<file path="config.mk">
export PLATFORM = sky130hd
export DESIGN_NAME = lsfb_out
export DESIGN_NICKNAME = d
export VERILOG_FILES = /design/src/lsfb_pkg.sv /design/src/lsfb_out.sv
export SDC_FILE = /design/constraint.sdc
export NUM_CORES = 2
export LEC_CHECK = 0
export ABC_AREA = 1
export BUFFER_PORTS_ARGS = -buffer_cell sky130_fd_sc_hd__buf_2
export CAP_MARGIN = 20
export CELL_PAD_IN_SITES_DETAIL_PLACEMENT = 0
export CELL_PAD_IN_SITES_GLOBAL_PLACEMENT = 1
export CORE_AREA = 2 2 296 298
export CTS_BUF_LIST = sky130_fd_sc_hd__clkbuf_16
export DETAILED_ROUTE_END_ITERATION = 10
export DIE_AREA = 0 0 298 300
export PLACE_DENSITY_LB_ADDON = 0.1
export SKIP_CTS_REPAIR_TIMING = 1
export SKIP_LAST_GASP = 1
export SYNTH_ARGS = -nofsm -noshare
export SYNTH_HDL_FRONTEND = slang
export SYNTH_SLANG_ARGS = --single-unit
</file>
<file path="constraint.sdc">
create_clock -name clk -period 7.3 [get_ports clk]
set_input_delay 1.095 -clock clk [delete_from_list [all_inputs] [get_ports clk]]
set_output_delay 1.095 -clock clk [all_outputs]
set_load 0.03 [all_outputs]
</file>
<file path="src/lsfb_pkg.sv">
// ---------------------------------------------------------------------------
// lsfb_pkg
// Shared widths, sideband type and elaboration-time constant tables for the
// log-sigmoid forward/backward pipeline.
// ---------------------------------------------------------------------------
package lsfb_pkg;

  localparam int DATA_W     = 16;          // Q4.12 word
  localparam int FRAC_W     = 12;
  localparam int UF         = 48;          // fraction bits of e^-|x| and sigmoid
  localparam int UW         = UF + 1;
  localparam int SPLIT      = UF / 2;      // partial-product split point
  localparam int ZF         = UF + 1;      // fraction bits in the log unit
  localparam int ZW         = ZF + 1;
  localparam int DIV_STAGES = UF / 2;      // two quotient bits per stage
  localparam int LN_STEPS   = DIV_STAGES;  // keeps both units the same depth
  localparam int TAB_N      = 256;

  typedef logic [UW-1:0] u_word_t;
  typedef logic [ZW-1:0] z_word_t;
  typedef u_word_t exp_tab_t [TAB_N];
  typedef z_word_t ln_tab_t [LN_STEPS];

  typedef struct packed {
    logic                     op;
    logic                     neg;
    logic signed [DATA_W-1:0] x;
    logic signed [DATA_W-1:0] g;
  } side_t;

  // e^-(i*step) in UF fraction bits
  function automatic exp_tab_t build_exp_tab(input real step);
    exp_tab_t tab;
    real      v;
    for (int i = 0; i < TAB_N; i++) begin
      v      = $exp(-step * i) * $pow(2.0, UF);
      tab[i] = UW'(longint'(v));
    end
    return tab;
  endfunction

  function automatic z_word_t ln_fix(input real v);
    return ZW'(longint'($ln(v) * $pow(2.0, ZF)));
  endfunction

  // ln(1 + 2^-(i+1))
  function automatic ln_tab_t build_ln_tab();
    ln_tab_t tab;
    for (int i = 0; i < LN_STEPS; i++) begin
      tab[i] = ln_fix(1.0 + $pow(2.0, -(i + 1)));
    end
    return tab;
  endfunction

  localparam exp_tab_t EXP_HI = build_exp_tab($pow(2.0, 8 - FRAC_W));
  localparam exp_tab_t EXP_LO = build_exp_tab($pow(2.0, -FRAC_W));
  localparam ln_tab_t  LN_TAB = build_ln_tab();
  localparam z_word_t  LN2_Z  = ln_fix(2.0);
  localparam z_word_t  ONE_Z  = ZW'(1) << ZF;
  localparam u_word_t  ONE_U  = UW'(1) << UF;

endpackage

</file>
<file path="src/lsfb_out.sv">
// ---------------------------------------------------------------------------
// lsfb_out
// Result back end: log rounding, gradient product, sign, select, saturate.
// ---------------------------------------------------------------------------
module lsfb_out (
  input  logic                        clk,
  input  logic                        rst_n,
  input  logic                        in_vld,
  input  lsfb_pkg::side_t             in_side,
  input  logic [lsfb_pkg::UF-1:0]     in_s,
  input  logic [lsfb_pkg::ZW-1:0]     in_z,
  input  logic [lsfb_pkg::ZW-1:0]     in_acc,
  output logic                        out_vld,
  output logic signed [lsfb_pkg::DATA_W-1:0] out_result
);
  import lsfb_pkg::*;

  localparam int LS_W = ZW + 2;
  localparam int PH_W = DATA_W + UW - SPLIT;
  localparam int PL_W = DATA_W + SPLIT;
  localparam int PR_W = PH_W + SPLIT + 1;
  localparam int RS_W = DATA_W + 2;

  // stage 1
  logic [LS_W-1:0]   lsum;
  logic [FRAC_W-1:0] d_nxt, d1_r;
  u_word_t           q_nxt, q1_r;
  logic              vld1_r;
  side_t             side1_r;

  // stage 2
  logic [DATA_W-1:0]      g_abs;
  logic [PH_W-1:0]        ph_nxt, ph2_r;
  logic [PL_W-1:0]        pl_nxt, pl2_r;
  logic signed [RS_W-1:0] xs, ds, fwd_nxt, fwd2_r;
  logic                   vld2_r, op2_r, gneg2_r;

  // stage 3
  logic [PR_W-1:0]          prod;
  logic signed [RS_W-1:0]   mag, bwd, val;
  logic signed [DATA_W-1:0] res_nxt, res_r;
  logic                     vld3_r;

  // ln(1+u) = ln2 - sum ln(1+2^-k) - (1 - z); then round to FRAC_W bits
  always_comb begin
    lsum  = LS_W'(LN2_Z) + LS_W'(in_z) - LS_W'(ONE_Z) - LS_W'(in_acc)
          + (LS_W'(1) << (ZF - FRAC_W - 1));
    d_nxt = lsum[ZF-1:ZF-FRAC_W];
    q_nxt = in_side.neg ? ONE_U - UW'(in_s) : UW'(in_s);
  end

  always_comb begin
    g_abs   = side1_r.g[DATA_W-1] ? DATA_W'(-side1_r.g) : DATA_W'(side1_r.g);
    ph_nxt  = PH_W'(g_abs) * PH_W'(q1_r[UW-1:SPLIT]);
    pl_nxt  = PL_W'(g_abs) * PL_W'(q1_r[SPLIT-1:0]);
    xs      = RS_W'(side1_r.x);
    ds      = RS_W'(d1_r);
    fwd_nxt = side1_r.neg ? xs - ds : -ds;
  end

  always_comb begin
    prod = (PR_W'(ph2_r) << SPLIT) + PR_W'(pl2_r) + (PR_W'(1) << (UF - 1));
    mag  = RS_W'(prod[UF+DATA_W:UF]);
    bwd  = gneg2_r ? -mag : mag;
    val  = op2_r ? bwd : fwd2_r;
    if (val[RS_W-1:DATA_W-1] == '0 || val[RS_W-1:DATA_W-1] == '1) begin
      res_nxt = val[DATA_W-1:0];
    end else if (val[RS_W-1]) begin
      res_nxt = {1'b1, {(DATA_W-1){1'b0}}};
    end else begin
      res_nxt = {1'b0, {(DATA_W-1){1'b1}}};
    end
  end

  always_ff @(posedge clk) begin
    if (!rst_n) begin
      vld1_r <= 1'b0;
      vld2_r <= 1'b0;
      vld3_r <= 1'b0;
    end else begin
      vld1_r <= in_vld;
      vld2_r <= vld1_r;
      vld3_r <= vld2_r;
    end
  end

  always_ff @(posedge clk) begin
    d1_r    <= d_nxt;
    q1_r    <= q_nxt;
    side1_r <= in_side;
    ph2_r   <= ph_nxt;
    pl2_r   <= pl_nxt;
    fwd2_r  <= fwd_nxt;
    op2_r   <= side1_r.op;
    gneg2_r <= side1_r.g[DATA_W-1];
    res_r   <= res_nxt;
  end

  assign out_vld    = vld3_r;
  assign out_result = res_r;

endmodule

</file>
==> impl_metrics.json <==
{
  "r2r_slack_ns": 0.17,
  "synth_edf_count": 0,
  "drt_wl_total_um": 112000,
  "insertedDiodeCount": 0,
  "die_h_um": 300,
  "grt_pass1_vias": 31881,
  "critPathRequiredTime_ns": 7.72,
  "final_common_cell": "inv_1",
  "clock_sinks": 191,
  "root_buffer": "clkbuf_16",
  "syn-instance-count": 4876,
  "grt_pass1_wl_um": 176400,
  "nFillCells": 8909,
  "final_nets": 6384,
  "track_usage_pct": 25.59,
  "dr.first_iter.drc_count": 1913,
  "drcViolationCount": 0,
  "grt_max_degree": 34,
  "hp-class": "flop to flop",
  "max_cap_viol_count": 0,
  "cts_max_level": 4,
  "cts_tree": "yes",
  "rsz0062_at_grt": "yes",
  "avgSynthCellArea_um2": 7.523,
  "timing.critical_path.slowest_cell_delay_ns": 0.61,
  "worstPathArrival_ns": 7.55,
  "synth_async_sr_flop_share_pct": 0,
  "yosysWarnings": 0,
  "dieArea_um2": 89400,
  "hold_viol_final": 0,
  "crit_path_start": "side1_r[6]$_DFF_P_",
  "gr-total-overflow": 0,
  "synth-seq-area-share_pct": 10.42,
  "synth_fp_nets": 6033,
  "drtPass1Iterations": 5,
  "status": "completed",
  "core_area_um2": 86210,
  "finalClockSkew_ns": 0.02031,
  "tightest_slew_ns": 0.9656,
  "synth_cell_types": 62,
  "clk_path_buf_depth": 2,
  "finalMaxSlewViolations": 0,
  "max_freq_mhz": 140.2,
  "viasPerCell": 4.880,
  "slew_headroom_pct": 34.72,
  "cp_top_family": "adder cells",
  "dp_hpwl_um": 95570,
  "start_util_pct": 42.55,
  "mostFrequentLayoutCells": "inv_1 (1155), nand2_1 (1058), fa_1 (606), nor2_1 (419), ha_1 (315)",
  "gp_congestion": 0.8968,
  "clk_pin_slew_ns": 0.08,
  "routedWlPerCell_um": 17.51,
  "worst_r2r_endpoint": "pl2_r[33]$_DFF_P_",
  "ys_seq_elements": 191,
  "fp-row-count": 108,
  "antenna_found_initial": 0,
  "criticalPathCategory": "flop to flop",
  "crit_path_end_kind": "flop",
  "fp.dieW_um": 298,
  "holdWs_ns": 0.3330,
  "cts_buffers": 17,
  "min_from": "side1_r[33]$_DFF_P_",
  "crit_path_frequent_cell": "nand2_1",
  "hold_path_depth": 0,
  "cp_num_buf_inv": 7,
  "synth_area_um2": 36680,
  "r2r_cells": 33,
  "crit_cells": 33,
  "final_antenna_net_count": 0,
  "boundaryPins": 202,
  "worst-path-max-fanout": 8,
  "area_delta_synth_final_pct": 16.66,
  "slowest_stage": "fa_2",
  "min_period_over_period_pct": 97.71,
  "insertion_delay_ns": 0.52,
  "crit_path_end": "pl2_r[33]$_DFF_P_",
  "cp-start-kind": "flop",
  "drive_above_1_share_pct": 15.88,
  "route.vias.total": 31206,
  "synthFlopType": "dfxtp_1",
  "final-setup-viol-count": 0,
  "port_buffers": 199,
  "reg2reg_from": "side1_r[6]$_DFF_P_",
  "layout_min_cycle_time_ns": 7.133
}
cell families after synthesis:
| logic type | Yosys count | synth area share, % |
|---|---|---|
| AND/OR/NAND/NOR | 1808 | 20.17 |
| buffers and inverters | 1347 | 13.86 |
| adder cells (fa/ha/maj) | 972 | 45.97 |
| AO/OA/AOI/OAI | 436 | 6.645 |
| flip-flops | 191 | 10.42 |
| XOR/XNOR | 122 | 2.934 |
cell type report:
| cell class | instances | area [µm²] | share of cell area, % |
|---|---|---|---|
| Timing Repair Buffer | 464 | 3302 | 7.716 |
| Clock inverter | 15 | 226.5 | 0.5292 |
| Clock buffer | 17 | 425.4 | 0.9942 |
| Sequential cell | 191 | 3831 | 8.953 |
| Tap cell | 1155 | 1445 | 3.377 |
| Inverter | 1215 | 4574 | 10.69 |
| Multi-Input combinational cell | 3338 | 28990 | 67.74 |
layer usage:
metal | GRT usage (%) | vias to the layer above | share of wire [%]
met3 | 5.896 | 106 | 7.3
li1 | - | 15147 | -
met1 | 37.55 | 15154 | 48
met2 | 38.16 | 799 | 42
met4 | 6.030 | 0 | 2.0
met5 | 0 | - | 0
synthesized netlist by cell type (all sizes together) (7+ instances only):
| cell type | count | area [µm²] |
|---|---|---|
| nor3 | 35 | 190.2 |
| nand2 | 1122 | 4324 |
| nand3b | 11 | 82.58 |
| buf | 19 | 96.33 |
| ha | 346 | 4329 |
| fa | 626 | 12530 |
| o21bai | 9 | 78.83 |
| nor2 | 485 | 1881 |
| a31oi | 21 | 131.4 |
| a21oi | 197 | 986.0 |
| o31ai | 8 | 60.06 |
| clkinv | 7 | 27.52 |
| a21o | 10 | 75.07 |
| xor2 | 80 | 700.7 |
| nand4 | 30 | 187.7 |
| o21ai | 147 | 754.5 |
| o21a | 14 | 105.1 |
| clkbuf | 113 | 425.4 |
| inv | 1208 | 4534 |
| nand3 | 86 | 470.4 |
| a21boi | 8 | 60.06 |
| dfxtp | 191 | 3824 |
| xnor2 | 42 | 375.4 |
| or2 | 8 | 50.05 |
| nor4 | 22 | 152.7 |
worst min-delay path by stage:
stage | to | slack [ns]
after floorplan | op2_r$_DFF_P_ | 0.31
after global placement | op2_r$_DFF_P_ | 0.32
after detailed placement | op2_r$_DFF_P_ | 0.32
after CTS | op2_r$_DFF_P_ | 0.34
after global routing | op2_r$_DFF_P_ | 0.35
final | op2_r$_DFF_P_ | 0.33
state kept, by name, indices dropped and copies added, names as in the netlist, 12 cells and up:
signal	cells
fwd2_r	18
q1_r	49
side1_r	34
out_result	16
ph2_r	41
pl2_r	16
d1_r	12
metrics by stage:
step                      cells  setup slack (ns)  utilization (%)  cell area, µm²  TNS, ns
after CTS                  6371           -0.3007            47.85           41250   -5.602
after detailed placement   6339           -0.2709            47.10           40600   -4.351
after floorplan            4876           0.01287                -           36700        0
final                      6395            0.1671            49.63           42790        0
after global routing       6395           -0.1787            49.63           42790   -1.409
after global placement     6339           -0.2425            47.10           40600   -4.192
Power is not shown: default switching activity piles up to over one toggle a cycle in this logic, so the estimate is an artifact.
